==> src/design/dpds_pkg.sv <==
// Shared types and constants of the depth pooling and disparity scale block.
package dpds_pkg;

	// Width that holds any clamped frame dimension up to 8192.
	localparam int unsigned DIM_W = 14;
	localparam int unsigned CFG_IDX_W = 3;
	localparam int unsigned CELL_W = 22;
	localparam int unsigned OUT_TDATA_W = 88;

	localparam logic [CFG_IDX_W-1:0] REG_FRAME_WIDTH = 3'd0;
	localparam logic [CFG_IDX_W-1:0] REG_FRAME_HEIGHT = 3'd1;
	localparam logic [CFG_IDX_W-1:0] REG_NORMALIZE_ENABLE = 3'd2;
	localparam logic [CFG_IDX_W-1:0] REG_DEPTH_GAIN = 3'd3;
	localparam logic [CFG_IDX_W-1:0] REG_SCALE_GAIN = 3'd4;

	// Normalized depth saturates at 100.0 in Q12.20.
	localparam logic [47:0] DEPTH_CLAMP = 48'd104857600;
	// Upper word of 2^44, the Q8.24 reciprocal numerator.
	localparam logic [31:0] DISP_NUM_HI = 32'h0000_1000;

	typedef enum logic [2:0] {
		ST_IDLE,
		ST_MULT,
		ST_POOL,
		ST_DIV_DISP,
		ST_WAIT_DISP,
		ST_DIV_SCALE,
		ST_WAIT_SCALE,
		ST_OUT
	} state_t;

	typedef struct packed {
		logic accept;
		logic mult;
		logic pool;
		logic div_start;
		logic div_sel_scale;
		logic cap_disp;
		logic out_load;
	} dp_cmd_t;

	typedef struct packed {
		logic closes_cell;
		logic div_done;
		logic out_free;
	} dp_status_t;

endpackage

==> src/design/dpds_ctrl.sv <==
// Controller state machine sequencing capture, scaling, pooling, the two divisions and output.
module dpds_ctrl (
	input  logic                 clk,
	input  logic                 arst_n,
	input  logic                 in_valid,
	output logic                 in_ready,
	output dpds_pkg::dp_cmd_t    cmd,
	input  dpds_pkg::dp_status_t status
);
	import dpds_pkg::*;

	state_t state_q, state_d;

	always_ff @(posedge clk or negedge arst_n) begin
		if (!arst_n) begin
			state_q <= ST_IDLE;
		end else begin
			state_q <= state_d;
		end
	end

	always_comb begin
		state_d = state_q;
		cmd = '0;
		in_ready = 1'b0;
		unique case (state_q)
			ST_IDLE: begin
				in_ready = 1'b1;
				if (in_valid) begin
					cmd.accept = 1'b1;
					state_d = ST_MULT;
				end
			end
			ST_MULT: begin
				cmd.mult = 1'b1;
				state_d = ST_POOL;
			end
			ST_POOL: begin
				cmd.pool = 1'b1;
				state_d = status.closes_cell ? ST_DIV_DISP : ST_IDLE;
			end
			ST_DIV_DISP: begin
				cmd.div_start = 1'b1;
				state_d = ST_WAIT_DISP;
			end
			ST_WAIT_DISP: begin
				if (status.div_done) begin
					cmd.cap_disp = 1'b1;
					state_d = ST_DIV_SCALE;
				end
			end
			ST_DIV_SCALE: begin
				cmd.div_start = 1'b1;
				cmd.div_sel_scale = 1'b1;
				state_d = ST_WAIT_SCALE;
			end
			ST_WAIT_SCALE: begin
				cmd.div_sel_scale = 1'b1;
				if (status.div_done) begin
					state_d = ST_OUT;
				end
			end
			ST_OUT: begin
				if (status.out_free) begin
					cmd.out_load = 1'b1;
					state_d = ST_IDLE;
				end
			end
			default: state_d = ST_IDLE;
		endcase
	end

endmodule

==> config.mk <==
export PLATFORM = sky130hd
export DESIGN_NAME = dpds_ctrl
export DESIGN_NICKNAME = d
export VERILOG_FILES = /design/src/design/dpds_pkg.sv /design/src/design/dpds_ctrl.sv
export SDC_FILE = /design/constraint.sdc
export NUM_CORES = 1
export LEC_CHECK = 0
export BUFFER_PORTS_ARGS = -buffer_cell sky130_fd_sc_hd__buf_2
export CORE_AREA = 2 2 39 41
export DETAILED_ROUTE_END_ITERATION = 10
export DIE_AREA = 0 0 41 43
export SYNTH_ARGS = -nofsm -noshare
export SYNTH_HDL_FRONTEND = slang
export SYNTH_SLANG_ARGS = --single-unit
==> constraint.sdc <==
create_clock -name clk -period 1.2 [get_ports clk]
set_clock_uncertainty 0.15 [all_clocks]
set_input_delay 0.18 -clock clk [delete_from_list [all_inputs] [get_ports clk]]
set_output_delay 0.18 -clock clk [all_outputs]
set_load 0.01 [all_outputs]
# Yosys cells after proc, flatten, opt, wreduce, memory -nomap -nowiden
# Cells that the tools add are included.
# Widths: inputs -> output; s select.
word_totals:
  ff_bits: 3
  input_bits: 6
  out_inout_bits: 8
  word_cells: 33
op_classes:
  n_eq_ne: 11
  mux: 17
  reduce_logical: 4
op_table:
  columns: ["operator", "count"]
  rows:
  - ["$pmux 3 s8", 1]
  - ["$eq 3x3->1 const B", 4]
  - ["$mux 3", 4]
  - ["$mux 1", 11]
  - ["$ne 2x2->1 const B", 4]
  - ["$eq 3x2->1 const B", 2]
  - ["$reduce_and 4->1", 1]
  - ["$reduce_or 2->1", 2]
  - ["$eq 3x1->1 const B", 1]
  - ["$logic_not 3->1", 1]
  - ["$mux 2", 1]

# Longest topological paths before layout
# Gate-level depths: netlist (run 1).
logic_depth:
  depth_word: 3
  depth_mapped: 4
  mapped_depth_nobuf: 3

# Least setup slack after synthesis (run 1)
# Ideal clock, no wire load.
synth_path:
  kind: "reg-to-output"
  from: "register state_q[1]"
  to: "output cmd[1] (netlist bit)"
  arrival_time_ns: 0.937
  t_required_ns: 0.870
  setup_slack_ns: -0.067
  stages_incl_launch_ff: 3
  n_path_buf: 1
  cell_sequence: "dfrtp_1 buf_6 nor4bb_1"
synth_lines:
  columns: ["item", "line", "rtl"]
  rows:
  - ["start, declared", "dpds_ctrl.sv:12", "state_t state_q, state_d;"]
  - ["start signal, assigned", "dpds_ctrl.sv:18", "state_q <= state_d;"]
  - ["end, declared", "dpds_ctrl.sv:7", "output dpds_pkg::dp_cmd_t cmd,"]

==> results of run 1 <==
==> stage by stage <==
step                std cells  hold WS (ns)  power (mW)  util, %  cell area [µm²]
floorplan                  30       -0.2656      0.6587        -            260.3
global placement           60       -0.1722      0.7840    24.95            345.3
detailed placement         60       -0.1710      0.7975    24.95            345.3
CTS                        69        0.1054       1.124    30.92            427.9
global route               71        0.1298       1.270    32.28            446.7
finish                     71        0.1195       1.166    32.28            446.7
==> area by class of cell <==
type	instances	area, µm²	area share (%)
flip-flops and latches	3	78.83	17.65
multi-input cells	23	157.7	35.29
repair buffers	24	160.2	35.85
inverters	1	3.754	0.8403
well taps	16	20.02	4.482
clock buffers	4	26.28	5.882
==> synth_stat cells, drive strengths merged <==
cell type / instances
nor2: 4
buf: 3
o2bb2ai: 1
nand2: 5
nor3: 2
a21boi: 1
o21ai: 1
mux2i: 1
and2: 1
nor4bb: 1
dfrtp: 3
xnor2: 1
nand2b: 1
a21o: 1
inv: 1
a21oi: 2
nor3b: 1
==> routing by layer <==
layer / GRT usage [%] / share of wire [%]
met2: 13.13 / 52
met5: 0 / 0
met1: 12.58 / 44
met3: 3.141 / 3.7
met4: 12.00 / 0
==> worst register-to-register path: cells and delay by family, from the launching register on <==
family	cells	cell delay (ns)
compound gates	1	0.15
buf+inv	1	0.17
flops	1	0.43
mux	1	0.14
simple gates	1	0.07
==> worst max-delay path by stage <==
| stage | startpoint | to | slack (ns) | depth (start not counted) |
|---|---|---|---|---|
| 2_1_floorplan | state_q[2] | cmd[4] | -0.02 | 2 |
| 3_3_place_gp | state_q[1] | cmd[2] | -0.12 | 3 |
| 3_5_place_dp | state_q[1] | cmd[2] | -0.14 | 3 |
| 4_1_cts | state_q[1] | cmd[6] | -0.29 | 4 |
| 5_1_grt | state_q[0] | cmd[1] | -0.35 | 2 |
| 6_report | state_q[2] | cmd[6] | -0.28 | 3 |
==> logic make-up after synthesis <==
family                    share of synthesized area [%]
DFF                                               30.61
buffers and inverters                             13.77
and+or+nand+nor                                   32.14
muxes                                             4.082
AOI/OAI and AO/OA                                 15.82
xor gates and xnor gates                          3.572
==> power by group through the flow <==
stage	Sequential (mW)	Clock, mW	Combinational, mW
floorplan	0.176	0	0.483
global placement	0.295	0	0.489
detailed placement	0.305	0	0.493
CTS	0.281	0.187	0.656
global route	0.297	0.197	0.776
finish	0.282	0.177	0.708
==> what timing repair did <==
item | 4_1_cts | 5_1_grt
buffers inserted | 4 | 2
endpoints found under the hold margin | 3 | 0
endpoints found under the setup margin | 11 | 11
pin swaps | 1 | 3
hold buffers | 1 | 0
resized for setup | 8 | 1
==> results.yml, run 1 <==
synth:
  syn-num-nets: 36
  ys_ff_latch: 3
  synthTopCellsByArea: "dfrtp_1 31%, buf_6 9.2%, nand2_1 7.7%"
  netlist.area_leader.share_pct: 30.61
  yosysTopAreaCell: "dfrtp_1"
  syn_area_um2: 245.2
  yosys_warnings: 0
  ys_seq_area_share_pct: 30.61
  syn-mean-instance-area_um2: 8.175
  synthCells: 30
  ys_types: 19
worst_setup_path:
  reg2reg_slack_ns: -0.03
  critical-path-top-delay-family: "flip-flops"
  worst-path-buf-inv: 1
  crit_required_ns: 0.87
  crit_path_top_delay_cell: "dfrtp_2"
  cp_slowest_stage_delay_ns: 0.47
  worstSetupPathType: "flip-flop to primary output"
  cp.arrival_ns: 1.15
  start_kind: "flip-flop"
  worstPathMaxFanout: 9
  crit_path_cell_trace: "nor3_4 -> and2_4 -> buf_6"
  ff2ff_path_depth: 4
  worstReg2RegEnd: "state_q[0]"
  worstReg2RegStart: "state_q[1]"
  cp-end-kind: "primary output"
power:
  power_density_mw_per_mm2: 2610
  p_clk_share_pct: 15.2
  p_int_mw: 0.6982
  p_sw_mw: 0.4677
  p_leak_nw: 0.2269
  peakVddDrop_uv: 803.8
  switching_share_pct: 40.12
  seqPwrFrac_pct: 24.1
  comb_power_share_pct: 60.7
timing:
  max_freq_mhz: 674.2
  final-max-slew-violation-count: 0
  final-setup-viol-count: 9
  timing.final.crit_share_pct: 123.6
  hold_violations: 0
  min_period_ns: 1.483
  rsz0062_at_grt: "yes"
  relSlewSlack_pct: 85.99
  layout_setup_ws_ns: -0.2832
  tightest_slew_ns: 0.2086
  setup_tns_ns: -1.950
final_layout:
  final_common_cell: "buf_2"
  drive_above_1_share_pct: 63.64
  fillCellCount: 153
  n_antenna_cell: 0
  finalNetCount: 62
  final_cell_mix: "12 x buf_2, 9 x buf_4, 5 x nand2_1"
  area_growth_pct: 82.14
  top_register: "state_q"
  largest_register_ffs: 3
  biggestRegsByFlops: "state_q x3"
floorplanning:
  core_mm2: 0.001384
  fp.dieW_um: 41
  rows: 14
  die-area_mm2: 0.001763
  start_util_pct: 17.72
  ios: 14
  die_y_um: 43
clocking:
  root_buffer: "clkbuf_4"
  htree_levels: 1
  cts_buffers: 3
  cts.reportedPaths.clkPinSlew_ns: 0.04
  clkLatencyLatePin_ns: 0.23
  cts_tree: "done"
  cts.sinks: 3
  clock_path_buffers: 2
detailed_routing:
  wl_per_cell_um: 9.901
  avgViaCountPerCell: 4.042
  num_vias: 287
  dr.pass1.iters: 4
  wirelength_um: 703
  drtAntennaViolNets: 0
  drc_errors: 0
  drt_iter0_drc: 2
worst_hold_path:
  min-delay-start: "status[0]"
  holdPathEnd: "state_q[1]"
  hold_path_class: "input pin to flip-flop"
  worstHoldPathCells: 4
job:
  maxCapViolCount: 0
grt:
  grt_pass1_wl_um: 1131
  antenna_found_initial: 0
  grt_max_degree: 10
  grt_use_total_pct: 10.55
  grt_pass1_vias: 259
  grt_overflow: 0
placed_design:
  gp_congestion: 0.7063
  dp_hpwl_um: 467.2
  portBuffers: 13
  dpl_worst_slack_ns: -0.1428
status:
  violations: "setup timing"
  run_status: "complete, but fails checks"
Power figures use the tool's default switching activity.
==> run 2, diff against run 1 <==
- PLACE_DENSITY: default -> 0.37
==> run 2 against run 1 <==
  * The flow still finishes with violations (setup timing)
  * Maximum frequency fell by 0.47%
  * Non-clock buffer count is 1 higher
  * Clock power hardly changed
  * Final cell count is 1.4% higher
  * Sequential power grew 2%
  * Die area is the same
  * Worst hold slack got worse by 0.029 ns
  * Wire length grew 4.1%
  * Critical path depth grew 1
  * Register-to-register slack worse by 0.12 ns
  * Via count rose by 9.1%
  * Cell area rose by 10%
  * Critical path type unchanged
  * Critical endpoint is now cmd[3]
==> results.yml, run 2 (same netlist as run 1, synthesis figures left out) <==
placed_design:
  portBuffers: 13
  place_inst: 59
  gp_congestion: 0.7075
status:
  run_status: "complete, but fails checks"
  violations: "setup timing"
grt:
  grt_pass1_wl_um: 1235
  grt_use_total_pct: 10.97
  grt_max_degree: 8
  grt_overflow: 0
  grt_pass1_vias: 297
  antenna_found_initial: 0
floorplanning:
  die_y_um: 43
  start_util_pct: 17.72
  die-area_mm2: 0.001763
  core_mm2: 0.001384
  ios: 14
  rows: 14
  fp.dieW_um: 41
worst_setup_path:
  cp.arrival_ns: 1.16
  crit_path_cell_trace: "buf_6 -> xnor2_1 -> nor2_1 -> buf_2"
  crit_path_top_delay_cell: "dfrtp_2"
  start_kind: "flip-flop"
  critical-path-top-delay-family: "flip-flops"
  worstReg2RegStart: "state_q[1]"
  worst-path-buf-inv: 2
  worstSetupPathType: "flip-flop to primary output"
  ff2ff_path_depth: 5
  worstReg2RegEnd: "state_q[0]"
  worstPathMaxFanout: 6
  cp_slowest_stage_delay_ns: 0.46
  cp-end-kind: "primary output"
  reg2reg_slack_ns: -0.15
  crit_required_ns: 0.87
clocking:
  clkLatencyLatePin_ns: 0.24
  htree_levels: 1
  cts_tree: "done"
  cts_buffers: 3
  cts.reportedPaths.clkPinSlew_ns: 0.04
  cts.sinks: 3
  root_buffer: "clkbuf_4"
  clock_path_buffers: 2
detailed_routing:
  drc_errors: 0
  drtAntennaViolNets: 0
  avgViaCountPerCell: 4.347
  wl_per_cell_um: 10.17
  wirelength_um: 732
  dr.pass1.iters: 2
  num_vias: 313
  drt_iter0_drc: 2
worst_hold_path:
  holdPathEnd: "state_q[1]"
  min-delay-start: "status[2]"
  worstHoldPathCells: 3
  hold_path_class: "input pin to flip-flop"
final_layout:
  largest_register_ffs: 3
  area_growth_pct: 101.0
  n_antenna_cell: 0
  top_register: "state_q"
  biggestRegsByFlops: "state_q x3"
  finalNetCount: 63
  fillCellCount: 164
  drive_above_1_share_pct: 69.64
  finalNonFillerCells: 72
  final_cell_mix: "11 x buf_2, 7 x buf_6, 6 x buf_4"
  multi_input_area_um2: 175.2
  seq_area_um2: 78.83
  final_common_cell: "buf_2"
power:
  p_leak_nw: 0.2447
  power_density_mw_per_mm2: 2628
  peakVddDrop_uv: 741.1
timing:
  final-max-slew-violation-count: 0
  final-setup-viol-count: 9
  timing.final.crit_share_pct: 124.2
  rsz0062_at_grt: "yes"
  whs_ns: 0.09057
  layout_setup_ws_ns: -0.2902
  setup_tns_ns: -2.102
  max_freq_mhz: 671.0
  min_period_ns: 1.490
  relSlewSlack_pct: 87.30
  tightest_slew_ns: 0.1878
  hold_violations: 0
job:
  maxCapViolCount: 0
[run 2: final cells by class]
cell class                 count  area share, %
timing repair buffer          25          38.32
multi-input combinational     23          35.53
sequential                     3          15.99
clock buffer                   4          5.330
tap                           16          4.061
inverter                       1         0.7614
[run 2: what timing repair did]
action,4_1_cts,5_1_grt
pin swaps,6,6
hold buffers,1,0
endpoints found under the setup margin,11,11
resized for setup,17,3
setup buffers,7,2
gates cloned,0,0
hold endpoints to repair,3,0
[run 2: worst max path at each step]
stage          slack [ns]       start      to  cells past startpoint
2_1_floorplan       -0.02  state_q[2]  cmd[4]                      2
3_3_place_gp        -0.13  state_q[1]  cmd[2]                      3
3_5_place_dp        -0.15  state_q[1]  cmd[2]                      3
4_1_cts             -0.29  state_q[1]  cmd[2]                      3
5_1_grt             -0.36  state_q[1]  cmd[3]                      4
6_report            -0.29  state_q[1]  cmd[3]                      4
[run 2: where the power goes]
part,internal (mW),leakage [nW],total (mW),switching (mW)
clock,0.125,0.0150,0.180,0.0554
sequential,0.160,0.0319,0.287,0.128
combinational,0.487,0.198,0.828,0.341
[run 2: per-layer routing]
| layer | up-vias | part of all wire (%) | global-route usage [%] |
|---|---|---|---|
| met5 | - | 0 | 0 |
| met4 | 0 | 2.5 | 10.00 |
| met3 | 2 | 4.6 | 3.665 |
| met2 | 9 | 53 | 15.94 |
| met1 | 151 | 39 | 11.65 |
| li1 | 151 | - | - |
[run 2: worst reg2reg max path, delay by kind of cell, from the launching register on]
family | cells | cell delay [ns]
mux | 1 | 0.14
flops | 1 | 0.46
simple gates | 1 | 0.07
buf+inv | 2 | 0.27
compound gates | 1 | 0.15
[run 2: per-stage QoR]
step                      util [%]  area (µm²)  worst slack (ns)  power [mW]
after floorplan                  -       260.3          -0.01680      0.6587
after detailed placement     24.41       337.8           -0.1526      0.7713
after CTS                    33.82       467.9           -0.2914       1.234
final                        35.62       493.0           -0.2902       1.296
after global placement       24.41       337.8           -0.1311      0.7774
after global routing         35.62       493.0           -0.3633       1.400
==> run 3, diff against run 2 <==
- GPL_TIMING_DRIVEN: default -> 0
==> run 3 against run 2 <==
  * The run still ends with setup timing left
  * Critical endpoint is now cmd[1]
  * Worst hold slack improved by 0.038 ns
  * Highest routed layer is now met3
  * Critical path type unchanged
  * Clock power fell by 7%
  * Die area unchanged
  * Global-route usage fell by 1.6 points
  * Combinational power increased by 8.3%
  * Wire length down 9.3%
==> results.yml, run 3 (same netlist as run 1, synthesis figures left out) <==
final_layout:
  largest_register_ffs: 3
  fillCellCount: 161
  final_common_cell: "buf_2"
  finalNonFillerCells: 73
  finalNetCount: 64
  fin_area_um2: 493.0
  multi_input_area_um2: 180.2
  n_antenna_cell: 0
  drive_above_1_share_pct: 64.91
  seq_area_um2: 75.07
  area_growth_pct: 101.0
  top_register: "state_q"
  final_cell_mix: "13 x buf_2, 6 x buf_6, 6 x buf_4"
  biggestRegsByFlops: "state_q x3"
timing:
  final-setup-viol-count: 10
  tightest_slew_ns: 0.1831
  min_period_ns: 1.489
  layout_setup_ws_ns: -0.2889
  setup_tns_ns: -1.946
  relSlewSlack_pct: 87.77
  max_freq_mhz: 671.7
  hold_violations: 0
  final-max-slew-violation-count: 0
  rsz0062_at_grt: "yes"
  timing.final.crit_share_pct: 124.1
grt:
  grt_use_total_pct: 9.366
  grt_overflow: 0
  grt_pass1_vias: 258
  antenna_found_initial: 0
  grt_max_degree: 10
  grt_pass1_wl_um: 1076
clocking:
  cts.sinks: 3
  cts.reportedPaths.clkPinSlew_ns: 0.03
  cts_tree: "done"
  cts_buffers: 3
  clock_path_buffers: 2
  htree_levels: 1
  root_buffer: "clkbuf_4"
  clkLatencyLatePin_ns: 0.22
worst_setup_path:
  crit_path_top_delay_cell: "dfrtp_1"
  crit_required_ns: 0.87
  worstReg2RegStart: "state_q[1]"
  cp.arrival_ns: 1.16
  start_kind: "flip-flop"
  worst-path-buf-inv: 2
  worstPathMaxFanout: 8
  critical-path-top-delay-family: "flip-flops"
  cp_slowest_stage_delay_ns: 0.36
  cp-startpoint: "state_q[0]"
  crit_path_cell_trace: "buf_6 -> nor4bb_4 -> buf_2"
  worstSetupPathType: "flip-flop to primary output"
  cp-end-kind: "primary output"
detailed_routing:
  wl_per_cell_um: 9.096
  num_vias: 304
  wirelength_um: 664
  drc_errors: 0
  drtAntennaViolNets: 0
  avgViaCountPerCell: 4.164
  dr.pass1.iters: 3
  drt_iter0_drc: 3
floorplanning:
  die-area_mm2: 0.001763
  core_mm2: 0.001384
  start_util_pct: 17.72
  die_y_um: 43
  fp.dieW_um: 41
  rows: 14
  ios: 14
power:
  power_density_mw_per_mm2: 2533
  p_leak_nw: 0.2573
  total_power_mw: 1.249
  peakVddDrop_uv: 529.0
placed_design:
  place_inst: 59
  dp_hpwl_um: 455.3
  portBuffers: 13
  dpl-instance-area_um2: 345.3
  gp_congestion: 0.7016
status:
  violations: "setup timing"
  run_status: "complete, but fails checks"
job:
  maxCapViolCount: 0
worst_hold_path:
  hold_path_class: "input pin to async pin"
-- run 3: layout make-up --
type / instances / share of cell area [%]
multi-input cells: 23 / 36.55
repair buffers: 23 / 31.22
plain buffers: 3 / 6.853
flip-flops and latches: 3 / 15.23
inverters: 1 / 0.7614
well taps: 16 / 4.061
clock buffers: 4 / 5.330
-- run 3: final timing paths --
path / end / slack (ns) / cells past startpoint
worst max-delay path: cmd[1] / -0.29 / 3
worst min-delay path: state_q[0] / 0.13 / 2
worst min register to register: state_q[0] / 0.58 / 3
max in group asynchronous: state_q[1] / 0.67 / 2
min in group clk: state_q[1] / 0.13 / 4
worst max register to register: state_q[2] / -0.05 / 7
-- run 3: through the flow --
step | hold WS (ns) | utilization [%] | worst slack (ns)
after floorplan | -0.2656 | - | -0.01680
after global placement | -0.1759 | 24.95 | -0.05661
after detailed placement | -0.1756 | 24.95 | -0.08166
after CTS | 0.1196 | 34.09 | -0.3109
after global routing | 0.1519 | 35.62 | -0.3707
final | 0.1288 | 35.62 | -0.2889
-- run 3: metal layers --
metal	GRT usage, %	vias to the layer above	routed length, µm
li1	-	153	-
met2	12.19	7	348
met1	12.66	144	282
met5	0	-	0
met4	6.000	0	0
met3	3.141	0	34
-- run 3: worst reg2reg max path: stages, from the launching register on --
cell and delay [ns]:
dfrtp_1 0.37, buf_6 0.15, nand2_1 0.09, nor2_2 0.05, buf_4 0.12, buf_6 0.10
buf_6 0.10, nor2_2 0.06
-- run 3: power by group --
group          switching (mW)  internal (mW)  leakage, nW
registers              0.0337          0.150       0.0349
logic                   0.412          0.484        0.207
clock network          0.0441          0.124       0.0150
-- run 3: what timing repair did --
action,CTS,global route
hold buffers,1,0
endpoints found under the setup margin,8,10
setup buffers,7,1
cloned,1,0
pin swaps,5,4
endpoints found under the hold margin,3,0
gates resized for setup,8,2
